### src/rtl/core/spf_pkg.sv
// Shared constants, types and the selectivity compare for the peak finder.
`timescale 1ns / 1ps
`default_nettype none
package spf_pkg;

    localparam int MAX_SAMPLES = 128;
    localparam int SAMPLE_BITS = 16;
    localparam int MAX_RESULTS = 64;

    localparam int IDX_W = $clog2(MAX_SAMPLES);
    localparam int CNT_W = $clog2(MAX_SAMPLES + 1);
    localparam int LEN_W = $clog2(MAX_SAMPLES + 3);
    localparam int PK_W  = $clog2(MAX_RESULTS + 1);
    localparam int ENT_W = SAMPLE_BITS + IDX_W;

    localparam int RQ_DEPTH = 4;
    localparam int RQ_AW    = $clog2(RQ_DEPTH);

    localparam int CFG_IDX_W = 1;
    localparam logic [CFG_IDX_W-1:0] CFG_INCLUDE_ENDPOINTS = CFG_IDX_W'(0);
    localparam logic [CFG_IDX_W-1:0] CFG_FIND_MINIMA       = CFG_IDX_W'(1);

    typedef logic signed [SAMPLE_BITS-1:0] t_smp;
    typedef logic [SAMPLE_BITS:0]          t_range;

    localparam t_smp SMP_MAX = t_smp'({1'b0, {(SAMPLE_BITS-1){1'b1}}});
    localparam t_smp SMP_MIN = t_smp'({1'b1, {(SAMPLE_BITS-1){1'b0}}});

    // One loaded frame, handed from the loader to the walker.
    typedef struct packed {
        logic             valid;
        logic             incl;
        t_smp             first;
        t_smp             last_val;
        logic [CNT_W-1:0] n_smp;
        logic [CNT_W-1:0] n_ext;
        t_smp             ext_min;
        t_smp             fmin;
        t_smp             fmax;
    } t_frame;

    typedef struct packed {
        logic [IDX_W-1:0] index;
        logic             valid;
        logic             last;
    } t_result;

    // True when a exceeds b by more than a quarter of the range, evaluated exactly.
    function automatic logic gt_sel(input t_smp a, input t_smp b, input t_range rng);
        logic signed [SAMPLE_BITS+3:0] lhs;
        logic signed [SAMPLE_BITS+3:0] rhs;
        lhs = {{2{a[SAMPLE_BITS-1]}}, a, 2'b00};
        rhs = $signed({{2{b[SAMPLE_BITS-1]}}, b, 2'b00}) + $signed({3'b000, rng});
        return lhs > rhs;
    endfunction

endpackage
`default_nettype wire

### src/rtl/core/spf_ram.sv
// Generic single write port, single read port RAM with registered read data.
`timescale 1ns / 1ps
`default_nettype none
module spf_ram #(
    parameter int WIDTH = 8,
    parameter int DEPTH = 16
) (
    input  wire logic                     i_clk,
    input  wire logic                     i_wr_en,
    input  wire logic [$clog2(DEPTH)-1:0] i_wr_addr,
    input  wire logic [WIDTH-1:0]         i_wr_data,
    input  wire logic                     i_rd_en,
    input  wire logic [$clog2(DEPTH)-1:0] i_rd_addr,
    output logic      [WIDTH-1:0]         o_rd_data
);

    logic [WIDTH-1:0] r_mem [DEPTH];

    always_ff @(posedge i_clk) begin
        if (i_wr_en) begin
            r_mem[i_wr_addr] <= i_wr_data;
        end
        if (i_rd_en) begin
            o_rd_data <= r_mem[i_rd_addr];
        end
    end

endmodule
`default_nettype wire

### src/rtl/core/spf_front.sv
// Sample loader: tracks frame statistics and stores slope-sign changes as extrema.
`timescale 1ns / 1ps
`default_nettype none
module spf_front
    import spf_pkg::*;
(
    input  wire logic             i_clk,
    input  wire logic             i_rst_n,
    input  wire logic             i_valid,
    output logic                  o_ready,
    input  wire t_smp             i_sample,
    input  wire logic             i_last,
    input  wire logic             i_find_minima,
    input  wire logic             i_incl,
    input  wire logic             i_done,
    output logic                  o_wr_en,
    output logic [IDX_W-1:0]      o_wr_addr,
    output logic [ENT_W-1:0]      o_wr_data,
    output t_frame                o_frame
);

    logic [CNT_W-1:0] r_cnt, n_cnt;
    logic [CNT_W-1:0] r_ecnt, n_ecnt;
    t_smp             r_prev, n_prev;
    logic             r_pfall, n_pfall;
    t_smp             r_first, n_first;
    t_smp             r_fmin, n_fmin;
    t_smp             r_fmax, n_fmax;
    t_smp             r_exmin, n_exmin;
    t_frame           r_frame;

    logic acc;
    logic take;
    logic falling;
    logic store;
    t_smp v;

    always_comb begin
        acc     = i_valid && !r_frame.valid;
        take    = acc && (r_cnt < CNT_W'(MAX_SAMPLES));
        v       = i_sample;
        if (i_find_minima) begin
            v = (i_sample == SMP_MIN) ? SMP_MAX : -i_sample;
        end
        falling = (v <= r_prev);
        store   = take && (r_cnt >= CNT_W'(2)) && (falling != r_pfall)
                  && (r_ecnt < CNT_W'(MAX_SAMPLES));

        n_cnt   = r_cnt;
        n_ecnt  = r_ecnt;
        n_prev  = r_prev;
        n_pfall = r_pfall;
        n_first = r_first;
        n_fmin  = r_fmin;
        n_fmax  = r_fmax;
        n_exmin = r_exmin;
        if (take) begin
            if (i_sample < r_fmin) begin
                n_fmin = i_sample;
            end
            if (i_sample > r_fmax) begin
                n_fmax = i_sample;
            end
            if (r_cnt == '0) begin
                n_first = v;
            end else begin
                n_pfall = falling;
            end
            if (store) begin
                n_ecnt = r_ecnt + 1'b1;
                if (r_prev < r_exmin) begin
                    n_exmin = r_prev;
                end
            end
            n_prev = v;
            n_cnt  = r_cnt + 1'b1;
        end
    end

    assign o_ready   = !r_frame.valid;
    assign o_wr_en   = store;
    assign o_wr_addr = r_ecnt[IDX_W-1:0];
    assign o_wr_data = {r_prev, IDX_W'(r_cnt - 1'b1)};
    assign o_frame   = r_frame;

    always_ff @(posedge i_clk) begin
        if (!i_rst_n) begin
            r_cnt         <= '0;
            r_ecnt        <= '0;
            r_prev        <= '0;
            r_pfall       <= 1'b0;
            r_first       <= '0;
            r_fmin        <= SMP_MAX;
            r_fmax        <= SMP_MIN;
            r_exmin       <= SMP_MAX;
            r_frame       <= '0;
        end else if (acc && i_last) begin
            r_frame <= '{valid: 1'b1, incl: i_incl, first: n_first, last_val: n_prev,
                         n_smp: n_cnt, n_ext: n_ecnt, ext_min: n_exmin,
                         fmin: n_fmin, fmax: n_fmax};
            r_cnt   <= '0;
            r_ecnt  <= '0;
            r_prev  <= '0;
            r_pfall <= 1'b0;
            r_first <= '0;
            r_fmin  <= SMP_MAX;
            r_fmax  <= SMP_MIN;
            r_exmin <= SMP_MAX;
        end else begin
            r_cnt   <= n_cnt;
            r_ecnt  <= n_ecnt;
            r_prev  <= n_prev;
            r_pfall <= n_pfall;
            r_first <= n_first;
            r_fmin  <= n_fmin;
            r_fmax  <= n_fmax;
            r_exmin <= n_exmin;
            if (i_done) begin
                r_frame.valid <= 1'b0;
            end
        end
    end

endmodule
`default_nettype wire

### src/rtl/core/spf_walk.sv
// Extremum walker: steps through the stored extrema of a frame and emits peak positions.
`timescale 1ns / 1ps
`default_nettype none
module spf_walk
    import spf_pkg::*;
(
    input  wire logic             i_clk,
    input  wire logic             i_rst_n,
    input  wire t_frame           i_frame,
    output logic                  o_done,
    output logic                  o_rd_en,
    output logic [IDX_W-1:0]      o_rd_addr,
    input  wire logic [ENT_W-1:0] i_rd_data,
    output logic                  o_push,
    output t_result               o_res,
    input  wire logic             i_res_ready
);

    typedef enum logic [3:0] {
        W_IDLE = 4'b0001,
        W_RD   = 4'b0010,
        W_EX   = 4'b0100,
        W_FIN  = 4'b1000
    } t_state;

    typedef enum logic [5:0] {
        PH_PRE0 = 6'b000001,
        PH_PRE1 = 6'b000010,
        PH_PRE2 = 6'b000100,
        PH_A    = 6'b001000,
        PH_B    = 6'b010000,
        PH_TAIL = 6'b100000
    } t_phase;

    typedef enum logic [1:0] {
        SRC_RAM, SRC_FIRST, SRC_LAST
    } t_src;

    t_state           r_state, n_state;
    t_phase           r_phase, n_phase;
    t_src             r_src, n_src;
    logic [LEN_W-1:0] r_j, n_j;
    logic [LEN_W-1:0] r_vlen, n_vlen;
    logic [LEN_W-1:0] r_len, n_len;
    logic             r_incl, n_incl;
    t_smp             r_first, n_first;
    t_smp             r_lastv, n_lastv;
    logic [IDX_W-1:0] r_lastpos, n_lastpos;
    t_smp             r_minmag, n_minmag;
    t_range           r_range, n_range;
    t_smp             r_v0, n_v0;
    t_smp             r_v1, n_v1;
    logic             r_drop, n_drop;
    logic             r_at, n_at;
    t_smp             r_lmin, n_lmin;
    t_smp             r_tmag, n_tmag;
    logic [IDX_W-1:0] r_tpos, n_tpos;
    logic             r_found, n_found;
    logic             r_cand, n_cand;
    logic [IDX_W-1:0] r_pend, n_pend;
    logic             r_hpend, n_hpend;
    logic [PK_W-1:0]  r_npk, n_npk;

    logic [LEN_W-1:0] k;
    logic [LEN_W-1:0] addr_full;
    t_smp             x;
    logic [IDX_W-1:0] p;
    logic             add;
    logic [IDX_W-1:0] add_pos;
    logic             up1, dn1, up2, dn2, drop, at;
    t_smp             w0, w1, tm, mm, min_aux;
    t_smp             ram_val;
    logic [IDX_W-1:0] ram_pos;

    assign ram_val = t_smp'(i_rd_data[ENT_W-1:IDX_W]);
    assign ram_pos = i_rd_data[IDX_W-1:0];

    always_comb begin
        n_state   = r_state;
        n_phase   = r_phase;
        n_src     = r_src;
        n_j       = r_j;
        n_vlen    = r_vlen;
        n_len     = r_len;
        n_incl    = r_incl;
        n_first   = r_first;
        n_lastv   = r_lastv;
        n_lastpos = r_lastpos;
        n_minmag  = r_minmag;
        n_range   = r_range;
        n_v0      = r_v0;
        n_v1      = r_v1;
        n_drop    = r_drop;
        n_at      = r_at;
        n_lmin    = r_lmin;
        n_tmag    = r_tmag;
        n_tpos    = r_tpos;
        n_found   = r_found;
        n_cand    = r_cand;
        n_pend    = r_pend;
        n_hpend   = r_hpend;
        n_npk     = r_npk;
        o_done    = 1'b0;
        o_rd_en   = 1'b0;
        o_push    = 1'b0;
        o_res     = '0;
        add       = 1'b0;
        add_pos   = '0;
        up1 = 1'b0; dn1 = 1'b0; up2 = 1'b0; dn2 = 1'b0; drop = 1'b0; at = 1'b0;
        w0 = r_v0; w1 = r_v1; tm = r_tmag; mm = '0; min_aux = '0;

        // Walk-list position to virtual position, skipping a dropped endpoint entry.
        k = r_j;
        if ((r_phase == PH_A || r_phase == PH_B || r_phase == PH_TAIL) && r_drop
            && (r_j >= LEN_W'(r_at))) begin
            k = r_j + 1'b1;
        end
        addr_full = k - LEN_W'(r_incl);
        o_rd_addr = addr_full[IDX_W-1:0];

        unique case (r_src)
            SRC_FIRST: begin x = r_first; p = '0;        end
            SRC_LAST:  begin x = r_lastv; p = r_lastpos; end
            default:   begin x = ram_val; p = ram_pos;   end
        endcase

        unique case (r_state)
            W_IDLE: begin
                if (i_frame.valid) begin
                    n_incl    = i_frame.incl;
                    n_first   = i_frame.first;
                    n_lastv   = i_frame.last_val;
                    n_lastpos = IDX_W'(i_frame.n_smp - 1'b1);
                    n_range   = t_range'({i_frame.fmax[SAMPLE_BITS-1], i_frame.fmax}
                                - {i_frame.fmin[SAMPLE_BITS-1], i_frame.fmin});
                    mm = i_frame.ext_min;
                    if (i_frame.incl) begin
                        if (i_frame.first < mm) begin
                            mm = i_frame.first;
                        end
                        if (i_frame.last_val < mm) begin
                            mm = i_frame.last_val;
                        end
                    end
                    n_minmag = mm;
                    n_vlen   = LEN_W'(i_frame.n_ext) + (i_frame.incl ? LEN_W'(2) : '0);
                    n_hpend  = 1'b0;
                    n_npk    = '0;
                    n_j      = '0;
                    n_phase  = PH_PRE0;
                    n_state  = (n_vlen <= LEN_W'(2)) ? W_FIN : W_RD;
                end
            end
            W_RD: begin
                o_rd_en = 1'b1;
                if (r_incl && k == '0) begin
                    n_src = SRC_FIRST;
                end else if (r_incl && k == r_vlen - 1'b1) begin
                    n_src = SRC_LAST;
                end else begin
                    n_src = SRC_RAM;
                end
                n_state = W_EX;
            end
            W_EX: begin
                if (i_res_ready) begin
                    n_state = W_RD;
                    unique case (r_phase)
                        PH_PRE0: begin
                            n_v0 = x; n_j = LEN_W'(1); n_phase = PH_PRE1;
                        end
                        PH_PRE1: begin
                            n_v1 = x; n_j = LEN_W'(2); n_phase = PH_PRE2;
                        end
                        PH_PRE2: begin
                            up1  = r_v1 > r_v0;
                            dn1  = r_v1 < r_v0;
                            up2  = x > r_v1;
                            dn2  = x < r_v1;
                            drop = r_incl && (up1 == up2) && (dn1 == dn2);
                            at   = !up1;
                            if (drop) begin
                                w0 = at ? r_v0 : r_v1;
                                w1 = x;
                            end
                            n_drop = drop;
                            n_at   = at;
                            n_len  = drop ? r_vlen - 1'b1 : r_vlen;
                            n_j    = (w0 >= w1) ? LEN_W'(0) : LEN_W'(1);
                            if (r_incl) begin
                                n_lmin = r_minmag;
                            end else begin
                                n_lmin = (r_v0 < r_first) ? r_v0 : r_first;
                            end
                            n_tmag  = r_minmag;
                            n_found = 1'b0;
                            n_cand  = 1'b0;
                            n_phase = PH_A;
                        end
                        PH_A: begin
                            tm      = r_found ? r_minmag : r_tmag;
                            n_found = 1'b0;
                            n_tmag  = tm;
                            if (x > tm && gt_sel(x, r_lmin, r_range)) begin
                                n_tmag = x;
                                n_tpos = p;
                                n_cand = 1'b1;
                            end
                            if (r_j + 1'b1 == r_len) begin
                                n_j = r_len - 1'b1; n_phase = PH_TAIL;
                            end else begin
                                n_j = r_j + 1'b1; n_phase = PH_B;
                            end
                        end
                        PH_B: begin
                            if (!r_found && gt_sel(r_tmag, x, r_range)) begin
                                n_found = 1'b1;
                                n_lmin  = x;
                                add     = 1'b1;
                                add_pos = r_tpos;
                            end else if (x < r_lmin) begin
                                n_lmin = x;
                            end
                            if (r_j + 1'b1 == r_len) begin
                                n_j = r_len - 1'b1; n_phase = PH_TAIL;
                            end else begin
                                n_j = r_j + 1'b1; n_phase = PH_A;
                            end
                        end
                        default: begin
                            // Tail check on the final walk entry.
                            n_state = W_FIN;
                            min_aux = (r_lastv < x) ? r_lastv : x;
                            if (r_incl) begin
                                if (x > r_tmag && gt_sel(x, r_lmin, r_range)) begin
                                    add = 1'b1; add_pos = p;
                                end else if (!r_found && r_tmag > r_minmag && r_cand) begin
                                    add = 1'b1; add_pos = r_tpos;
                                end
                            end else if (!r_found) begin
                                if (x > r_tmag && gt_sel(x, r_lmin, r_range)) begin
                                    add = 1'b1; add_pos = p;
                                end else if (r_cand && gt_sel(r_tmag, min_aux, r_range)) begin
                                    add = 1'b1; add_pos = r_tpos;
                                end
                            end
                        end
                    endcase
                    // The newest peak is held back so that the final one can carry the last flag.
                    if (add && r_npk < PK_W'(MAX_RESULTS)) begin
                        if (r_hpend) begin
                            o_push = 1'b1;
                            o_res  = '{index: r_pend, valid: 1'b1, last: 1'b0};
                        end
                        n_pend  = add_pos;
                        n_hpend = 1'b1;
                        n_npk   = r_npk + 1'b1;
                    end
                end
            end
            default: begin
                if (i_res_ready) begin
                    o_push  = 1'b1;
                    o_res   = '{index: r_hpend ? r_pend : '0, valid: r_hpend, last: 1'b1};
                    o_done  = 1'b1;
                    n_state = W_IDLE;
                end
            end
        endcase
    end

    always_ff @(posedge i_clk) begin
        if (!i_rst_n) begin
            r_state <= W_IDLE;
            r_phase <= PH_PRE0;
            r_src   <= SRC_RAM;
            r_hpend <= 1'b0;
            r_npk   <= '0;
            r_found <= 1'b0;
            r_cand  <= 1'b0;
        end else begin
            r_state <= n_state;
            r_phase <= n_phase;
            r_src   <= n_src;
            r_hpend <= n_hpend;
            r_npk   <= n_npk;
            r_found <= n_found;
            r_cand  <= n_cand;
        end
    end

    always_ff @(posedge i_clk) begin
        r_j       <= n_j;
        r_vlen    <= n_vlen;
        r_len     <= n_len;
        r_incl    <= n_incl;
        r_first   <= n_first;
        r_lastv   <= n_lastv;
        r_lastpos <= n_lastpos;
        r_minmag  <= n_minmag;
        r_range   <= n_range;
        r_v0      <= n_v0;
        r_v1      <= n_v1;
        r_drop    <= n_drop;
        r_at      <= n_at;
        r_lmin    <= n_lmin;
        r_tmag    <= n_tmag;
        r_tpos    <= n_tpos;
        r_pend    <= n_pend;
    end

endmodule
`default_nettype wire

### src/rtl/core/spf_resq.sv
// Small result queue between the walker and the output channel.
`timescale 1ns / 1ps
`default_nettype none
module spf_resq
    import spf_pkg::*;
(
    input  wire logic    i_clk,
    input  wire logic    i_rst_n,
    input  wire logic    i_push,
    input  wire t_result i_res,
    output logic         o_ready,
    output logic         o_valid,
    output t_result      o_res,
    input  wire logic    i_pop_ready
);

    t_result          r_mem [RQ_DEPTH];
    logic [RQ_AW-1:0] r_wp;
    logic [RQ_AW-1:0] r_rp;
    logic [RQ_AW:0]   r_cnt;
    logic             pop;
    logic             push;

    assign o_ready = (r_cnt != (RQ_AW+1)'(RQ_DEPTH));
    assign o_valid = (r_cnt != '0);
    assign o_res   = r_mem[r_rp];
    assign pop     = o_valid && i_pop_ready;
    assign push    = i_push && o_ready;

    always_ff @(posedge i_clk) begin
        if (push) begin
            r_mem[r_wp] <= i_res;
        end
    end

    always_ff @(posedge i_clk) begin
        if (!i_rst_n) begin
            r_wp  <= '0;
            r_rp  <= '0;
            r_cnt <= '0;
        end else begin
            if (push) begin
                r_wp <= r_wp + 1'b1;
            end
            if (pop) begin
                r_rp <= r_rp + 1'b1;
            end
            r_cnt <= r_cnt + (RQ_AW+1)'(push) - (RQ_AW+1)'(pop);
        end
    end

endmodule
`default_nettype wire

### src/rtl/core/selective_peak_finder.sv
// Top level of the selectivity-based peak finder.
//
//  Channel   Direction  Handshake                    Payload
//  input     in         i_in_valid / o_in_ready      i_sample, i_last
//  result    out        o_out_valid / i_out_ready    o_peak_index, o_peak_valid, o_last_result
//  config    in         i_cfg_valid / o_cfg_ready    i_cfg_index, i_cfg_data
//
// The loader accepts samples back to back while its input is open. The last sample hands
// the frame to the walker, which reads each walk entry and then evaluates it, the RAM read
// port setting the pace. The input is held off from the last sample until the walk has
// ended; results wait in a four-entry queue, and a full queue stalls the walk. Reset is
// synchronous and needs no clearing pass.
`timescale 1ns / 1ps
`default_nettype none
module selective_peak_finder
    import spf_pkg::*;
(
    input  wire logic                 i_clk,
    input  wire logic                 i_rst_n,
    input  wire logic                 i_in_valid,
    output logic                      o_in_ready,
    input  wire logic signed [SAMPLE_BITS-1:0] i_sample,
    input  wire logic                 i_last,
    output logic                      o_out_valid,
    input  wire logic                 i_out_ready,
    output logic [IDX_W-1:0]          o_peak_index,
    output logic                      o_peak_valid,
    output logic                      o_last_result,
    input  wire logic                 i_cfg_valid,
    output logic                      o_cfg_ready,
    input  wire logic [CFG_IDX_W-1:0] i_cfg_index,
    input  wire logic                 i_cfg_data
);

    logic             r_incl;
    logic             r_fmin;
    t_frame           w_frame;
    logic             w_done;
    logic             w_wr_en;
    logic [IDX_W-1:0] w_wr_addr;
    logic [ENT_W-1:0] w_wr_data;
    logic             w_rd_en;
    logic [IDX_W-1:0] w_rd_addr;
    logic [ENT_W-1:0] w_rd_data;
    logic             w_push;
    t_result          w_res;
    logic             w_q_ready;
    t_result          w_out;

    assign o_cfg_ready = 1'b1;

    always_ff @(posedge i_clk) begin
        if (!i_rst_n) begin
            r_incl <= 1'b0;
            r_fmin <= 1'b0;
        end else if (i_cfg_valid) begin
            case (i_cfg_index)
                CFG_INCLUDE_ENDPOINTS: r_incl <= i_cfg_data;
                CFG_FIND_MINIMA:       r_fmin <= i_cfg_data;
                default: ;
            endcase
        end
    end

    spf_front u_front (
        .i_clk         (i_clk),
        .i_rst_n       (i_rst_n),
        .i_valid       (i_in_valid),
        .o_ready       (o_in_ready),
        .i_sample      (i_sample),
        .i_last        (i_last),
        .i_find_minima (r_fmin),
        .i_incl        (r_incl),
        .i_done        (w_done),
        .o_wr_en       (w_wr_en),
        .o_wr_addr     (w_wr_addr),
        .o_wr_data     (w_wr_data),
        .o_frame       (w_frame)
    );

    spf_ram #(
        .WIDTH (ENT_W),
        .DEPTH (MAX_SAMPLES)
    ) u_ext_ram (
        .i_clk     (i_clk),
        .i_wr_en   (w_wr_en),
        .i_wr_addr (w_wr_addr),
        .i_wr_data (w_wr_data),
        .i_rd_en   (w_rd_en),
        .i_rd_addr (w_rd_addr),
        .o_rd_data (w_rd_data)
    );

    spf_walk u_walk (
        .i_clk       (i_clk),
        .i_rst_n     (i_rst_n),
        .i_frame     (w_frame),
        .o_done      (w_done),
        .o_rd_en     (w_rd_en),
        .o_rd_addr   (w_rd_addr),
        .i_rd_data   (w_rd_data),
        .o_push      (w_push),
        .o_res       (w_res),
        .i_res_ready (w_q_ready)
    );

    spf_resq u_resq (
        .i_clk       (i_clk),
        .i_rst_n     (i_rst_n),
        .i_push      (w_push),
        .i_res       (w_res),
        .o_ready     (w_q_ready),
        .o_valid     (o_out_valid),
        .o_res       (w_out),
        .i_pop_ready (i_out_ready)
    );

    assign o_peak_index  = w_out.index;
    assign o_peak_valid  = w_out.valid;
    assign o_last_result = w_out.last;

    // The input closes only after the last sample of a frame has been taken.
    a_ready_fall: assert property (@(posedge i_clk) disable iff (!i_rst_n)
        $fell(o_in_ready) |-> $past(i_in_valid && i_last))
        else $error("input closed without a frame-ending transaction");

    // The walker finishes only a frame that the loader has handed over.
    a_done_frame: assert property (@(posedge i_clk) disable iff (!i_rst_n)
        w_done |-> w_frame.valid)
        else $error("walk finished with no frame pending");

    // A frame with no peak reports a single empty result that ends the frame.
    a_empty_last: assert property (@(posedge i_clk) disable iff (!i_rst_n)
        (o_out_valid && !o_peak_valid) |-> (o_last_result && o_peak_index == '0))
        else $error("empty report malformed");

    // The walker never pushes into a full result queue.
    a_no_overflow: assert property (@(posedge i_clk) disable iff (!i_rst_n)
        w_push |-> w_q_ready)
        else $error("result queue overflow");

endmodule
`default_nettype wire
### config.mk
export PLATFORM = sky130hd
export DESIGN_NAME = selective_peak_finder
export DESIGN_NICKNAME = d
export VERILOG_FILES = /design/src/rtl/core/spf_pkg.sv /design/src/rtl/core/spf_ram.sv /design/src/rtl/core/spf_front.sv /design/src/rtl/core/spf_walk.sv /design/src/rtl/core/spf_resq.sv /design/src/rtl/core/selective_peak_finder.sv
export SDC_FILE = /design/constraint.sdc
export NUM_CORES = 2
export LEC_CHECK = 0
export BUFFER_PORTS_ARGS = -buffer_cell sky130_fd_sc_hd__buf_2
export CELL_PAD_IN_SITES_DETAIL_PLACEMENT = 1
export CELL_PAD_IN_SITES_GLOBAL_PLACEMENT = 1
export CORE_MARGIN = 2
export CORE_UTILIZATION = 35
export CTS_CLUSTER_DIAMETER = 120
export DETAILED_ROUTE_END_ITERATION = 10
export HOLD_SLACK_MARGIN = 0.05
export PLACE_DENSITY = 0.56
export SYNTH_ARGS = -nofsm -noshare
export SYNTH_HDL_FRONTEND = slang
export SYNTH_SLANG_ARGS = --single-unit
### constraint.sdc
create_clock -name i_clk -period 7.6 [get_ports i_clk]
set_input_delay 0.38 -clock i_clk [delete_from_list [all_inputs] [get_ports i_clk]]
set_output_delay 0.38 -clock i_clk [all_outputs]
set_load 0.02 [all_outputs]
# Yosys cells after proc, flatten, opt, wreduce, memory -nomap -nowiden
# Memories as Yosys holds them, arrays and structs flattened. A register that Yosys moved wholly into a read port is not among the register bits.
# Cells that the tools add are included.
[word_totals]
input_bits = 24
reg_bits = 402
mem_count = 2
ram_bits = 2980
[classes]
magnitude_cmp = 26
eq_ne = 26
n_bitwise = 3
mux = 115
add_sub_neg = 19
n_reduce_logical = 59
[memory_table]
columns = ["memory", "words", "width", "read_ports", "rd_clocked_by_memory_dff", "write_ports", "line_no", "text"]
rows = [
  ["u_ext_ram.r_mem", 128, 23, 1, 1, 1, "spf_ram.sv:17", "logic [WIDTH-1:0] r_mem [DEPTH];"],
  ["u_resq.r_mem", 4, 9, 1, 1, 1, "spf_resq.sv:17", "t_result r_mem [RQ_DEPTH];"],
]
[op_table]
columns = ["op", "n"]
rows = [
  ["$mux 16", 34],
  ["$lt 16x16->1", 9],
  ["$gt 16x16->1", 6],
  ["$pmux 16 s2", 3],
  ["$mux 7", 11],
  ["$mux 8", 8],
  ["$add 18x18->19", 3],
  ["$gt 18x19->1", 3],
  ["$pmux 7 s2", 3],
  ["$mux 9", 4],
  ["$pmux 8 s4", 1],
  ["$pmux 6 s5", 1],
  ["$reduce_and 4->1", 7],
  ["$mux 1", 27],
  ["$add 8x1->8 const B", 3],
  ["$mux 6", 4],
  ["$logic_and 1x1->1", 21],
  ["$mux 4", 5],
  ["$pmux 9 s2", 1],
  ["$reduce_and 3->1", 6],
  ["$sub 16x16->17", 1],
  ["$eq 16x16->1 const B", 1],
  ["$eq 8x8->1", 2],
  ["$ge 16x16->1", 1],
  ["other kinds (49)", 83],
]

# Longest topological paths before layout
[depth]
word_depth = 21
depth_mapped = 45
depth_no_buf = 41

# Modules after synthesis
# A second synthesis with hierarchy kept.
[hier_totals]
cells_unflattened = 7671
area_unflattened_um2 = 143171.1
[by_module_without_submodules]
columns = ["mod", "instances", "cells_each", "area_each_um2"]
rows = [
  ["spf_ram", 1, 4349, 112769.4],
  ["spf_walk", 1, 1982, 18381.4],
  ["spf_front", 1, 1234, 10131.0],
  ["spf_resq", 1, 95, 1786.7],
  ["selective_peak_finder", 1, 11, 102.6],
]

# Worst setup path after synthesis
# OpenSTA, ideal clock, no wires.
[synth_timing]
path_kind = "register to register"
start = "register u_walk.r_src[0]"
end = "register u_resq.r_cnt[2]"
n_path_buf = 4
period_less_slack_ns = 8.423
arrival_time_ns = 8.308
slack_ns = -0.823
stages_incl_launch_ff = 45
required_ns = 7.485
cell_sequence = "dfxtp_1 inv_1 ha_1 clkbuf_1 clkbuf_1 a22oi_1 o21ai_0 inv_1 ha_1 a21o_1 a21o_1 a21oi_1 o2111ai_1 a21oi_1 clkbuf_1 clkbuf_1 o21ai_0 ha_1 (+9 left out) o21a_1 o21ai_0 nand3b_1 ha_1 nand4_1 nor3_1 nand3_1 o2111ai_1 a21oi_1 or3_1 o21ai_1 a211o_1 nand2_1 ha_1 fa_1 xnor2_1 xnor2_1 and2_1"
[synth_between]
elab_chain_len = 21
[synth_rtl]
columns = ["item", "line_no", "text"]
rows = [
  ["from (decl)", "spf_walk.sv:41", "t_src r_src, n_src;"],
  ["from (signal assigned)", "spf_walk.sv:284", "r_src <= n_src;"],
  ["$eq 2x2->1 or $eq 2x1->1 (tied branches)", "spf_walk.sv:121", "unique case (r_src)"],
  ["$pmux 16 s2 (*)", "spf_walk.sv:121", ""],
  ["via u_walk.x[9]", "spf_walk.sv:66", "t_smp x;"],
  ["$lt 16x16->1", "spf_walk.sv:233", "min_aux = (r_lastv < x) ? r_lastv : x;"],
  ["$mux 16", "spf_walk.sv:233", ""],
  ["$add 18x18->19", "spf_pkg.sv:53", "rhs = $signed({{2{b[SAMPLE_BITS-1]}}, b, 2'b00}) + $signed({3'b000, rng});"],
  ["$gt 18x19->1", "spf_pkg.sv:54", "return lhs > rhs;"],
  ["$logic_and 1x1->1", "spf_walk.sv:243", "end else if (r_cand && gt_sel(r_tmag, min_aux, r_range)) begin"],
  ["(+7 left out)", "-", ""],
  ["$logic_and 1x1->1 (*)", "spf_walk.sv:250", "if (add && r_npk < PK_W'(MAX_RESULTS)) begin"],
  ["$mux 1 (*)", "spf_walk.sv:250", ""],
  ["$mux 1 (*)", "spf_walk.sv:166", "if (i_res_ready) begin"],
  ["$pmux 1 s2 (*)", "spf_walk.sv:127", "unique case (r_state)"],
  ["$logic_and 1x1->1 (*)", "spf_resq.sv:28", "assign push = i_push && o_ready;"],
  ["via u_resq.push", "spf_resq.sv:22", "logic push;"],
  ["$add 3x1->3 (*)", "spf_resq.sv:48", "r_cnt <= r_cnt + (RQ_AW+1)'(push) - (RQ_AW+1)'(pop);"],
  ["$sub 3x1->3 (*)", "spf_resq.sv:48", ""],
  ["to (signal assigned)", "spf_resq.sv:48", ""],
  ["to (decl)", "spf_resq.sv:20", "logic [RQ_AW:0] r_cnt;"],
]
# Mark *: on every way through the listed nets, which the timed path passes. The rest lies on a longest branch. The select of a mux whose other input is x is not followed.
# A chain may end at the register's enable or synchronous reset.

# Final worst setup path
# Ends and elaborated chain as after synthesis.

==> results.cfg <==
[yosys]
synth_warnings = 0
syn_inst = 7711
synth.avg_cell_area_um2 = 18.4
synth_cell_types = 95
yosys.area.top_type = edfxtp_1
synth_commonest_cells = edfxtp_1, mux4_2, nor2_1, ha_1, nand2_1
netlist_area_um2 = 142000
syn_nets = 8109
synth_seq_cells = 3407
async_flop_share = 0
synth-edff-count = 3180
yosysMostFrequentCell = edfxtp_1
synth_ff_type = edfxtp_1
synth.top_cell.area_share = 0.672
yosys-top-cells-area = edfxtp_1, mux4_2, ha_1, dfxtp_1, nor2_1
yosysSeqAreaShare = 0.704

[placed_design]
gp_congestion = 0.827
port_buffers = 34
placed_area_um2 = 152000
place_hpwl_um = 256000

[detailed_routing]
drt-total-wl_um = 422000
drtAntennaViolNets = 0
via_per_inst = 5.45
route.detailed.drc = 0
via_count = 76000
firstDrtPassIters = 7
detail_route.wl_per_cell_um = 30.3
dr.first_iter.drc_count = 6845

[global_routing]
track_usage = 0.205
grt.overflow.total = 0
grt_pass1_wl_um = 606000
antenna_found_initial = 15
first_global_vias = 81000
grt_max_degree = 126

[floorplan]
die_w_um = 641
core_um2 = 405000
die_area_um2 = 411000
initial_core_util = 0.351
dieHeight_um = 641
rows = 234
io_pins = 36

[critical_path]
cp.required_ns = 8.40
path_max_fanout = 8
end_kind = flip-flop
critPathKind = reg2reg
slowest_delay_ns = 0.37
path_buf_inv = 6
cp_common_cell = a21oi_2
crit_arrival_ns = 8.04
crit_family = compound AO/OA/AOI/OAI gates
crit_path_start_kind = flip-flop
crit_slowest_cell = or3_4

[finish]
multi_input_area_um2 = 40500
drive_above_1_share = 0.257
seq_area_um2 = 100000
postLayoutCoreUtil = 0.406
areaGrowthSynthToFinish_pct = 15.7
nFillCells = 39100
final_net_count = 8608
final_area_um2 = 164000

[timing]
slew-limit-headroom = 0.144
clock.fmax_mhz = 138
period_needed_ns = 7.24
period_share = 0.953
tightest_slew_ns = 1.28
skew_ns = 0.0798
setup-violations-final = 0
whs_ns = 0.200
finalHoldViolCount = 0
drv_slew = 0

[cts]
htreeDepth = 5
cts_root_buf = clkbuf_16
cts_tree = yes
cts.clk_slew.worst_paths_ns = 0.06
clkLatencyLatePin_ns = 0.97
cts_made_buffers = 369
clkSinkCount = 3407
clockBufferDepth = 4

[hold_path]
hp-class = in2reg

[power]
p_leak_nw = 54.7
vdd_ir_drop_max_mv = 0.224
p_per_area_nw_per_um2 = 275

[status]
outcome = finished, final reports clean

[job]
cap_violations = 0
==> kinds of logic (layout without fill, tap and decap cells) <==
| kind of cell | count (synthesis) | after routing | share of synthesized area |
|---|---|---|---|
| AND/OR/NAND/NOR | 1225 | 1225 | 0.0396 |
| multiplexers | 1081 | 1081 | 0.158 |
| flip-flops | 3407 | 3407 | 0.704 |
| XOR/XNOR | 135 | 135 | 0.00882 |
| adder cells (fa/ha/maj) | 374 | 374 | 0.0332 |
| AO/OA/AOI/OAI | 841 | 841 | 0.0376 |
| other | 1 | 13 | 0.0000264 |
| buffers and inverters | 647 | 1446 | 0.0191 |
==> flip-flops by register name, summed over array words and instances (netlist names), 16 cells and up, named ones only <==
signal	flops
u_front.r_fmax	16
u_front.r_prev	16
u_walk.r_minmag	16
u_walk.r_tmag	16
u_walk.r_range	17
u_front.o_frame	97
u_walk.r_v0	16
u_ext_ram.r_mem	2944
u_front.r_first	16
u_walk.r_lmin	16
u_ext_ram.o_rd_data	23
u_walk.r_lastv	16
u_resq.r_mem	36
u_front.r_fmin	16
u_front.r_exmin	16
u_walk.r_v1	16
u_walk.r_first	16
==> layout by cell type, fill, tap and decap left out, types with 40 or more instances in the layout <==
master,count
edfxtp_1,3180
mux4_2,930
clkbuf_16,379
buf_4,374
ha_1,360
nand2_1,331
nor2_1,308
inv_1,272
dfxtp_1,208
o21ai_0,196
a21oi_1,180
mux2i_1,132
nand3_1,121
clkinv_1,96
nor2_2,87
clkbuf_1,76
xnor2_1,72
a21o_1,70
nand4_1,68
clkinv_2,66
o22ai_1,61
buf_12,56
xor2_1,50
nor2_4,45
nor2b_1,43
nor3_1,40
==> worst min-delay path, cell delays in order <==
cell     delay [ns]
buf_2          0.23
and2_4         0.33
nand2_1        0.09
==> path summary, 6_finish.rpt <==
path	from	endpoint	slack, ns	depth (start not counted)
worst max-delay path	u_walk.r_src[0]	u_resq.r_cnt[2]	0.36	41
worst min-delay path	i_rst_n	u_front.r_fmin[8]	0.20	3
worst max register to register	u_walk.r_src[0]	u_resq.r_cnt[2]	0.36	41
worst min register to register	u_front.o_frame[7]	u_front.o_frame[7]	0.46	2
==> what timing repair did <==
| action | CTS | global route |
|---|---|---|
| pin swaps | 4 | 33 |
| setup buffers | 0 | 5 |
| setup endpoints to repair | 85 | 72 |
| hold buffers | 25 | 0 |
| gates resized for setup | 25 | 48 |
| gates cloned | 0 | 1 |
| endpoints found under the hold margin | 68 | 0 |
==> layout make-up <==
class                           instances  share of cell area
Clock inverter                        210              0.0104
Clock buffer                          461              0.0598
Sequential cell                      3407               0.609
Multi-Input combinational cell       3657               0.246
Inverter                              282             0.00647
Antenna cell                           12            0.000183
Tap cell                             5428              0.0413
Timing Repair Buffer                  493              0.0268
==> where the power goes <==
part / internal (mW) / switching, mW / total, mW / leakage, nW
Combinational: 2.67 / 3.88 / 6.55 / 18.0
Sequential: 21.0 / 0.307 / 21.3 / 31.0
Clock: 9.99 / 7.46 / 17.5 / 5.66
Total: 33.6 / 11.6 / 45.3 / 54.7
==> metrics by stage <==
step	setup WS, ns	setup TNS [ns]	std cells	total power, mW
finish	0.357	0	14000	45.3
global route	-0.0281	-0.0281	13900	46.8
global placement	-0.541	-12.38	13200	28.2
CTS	0.0155	0	13900	45.8
detailed placement	-0.677	-24.92	13200	28.3
floorplan	0.0154	0	7711	25.6
==> routing by layer <==
| layer | routed length (um) | vias up | global-route usage |
|---|---|---|---|
| met2 | 207000 | 1900 | 0.344 |
| met5 | 13 | - | 0 |
| met4 | 11600 | 2 | 0.0551 |
| met3 | 19600 | 544 | 0.0238 |
| li1 | - | 32200 | - |
| met1 | 184000 | 41400 | 0.282 |
(Power assumes the default switching activity.)
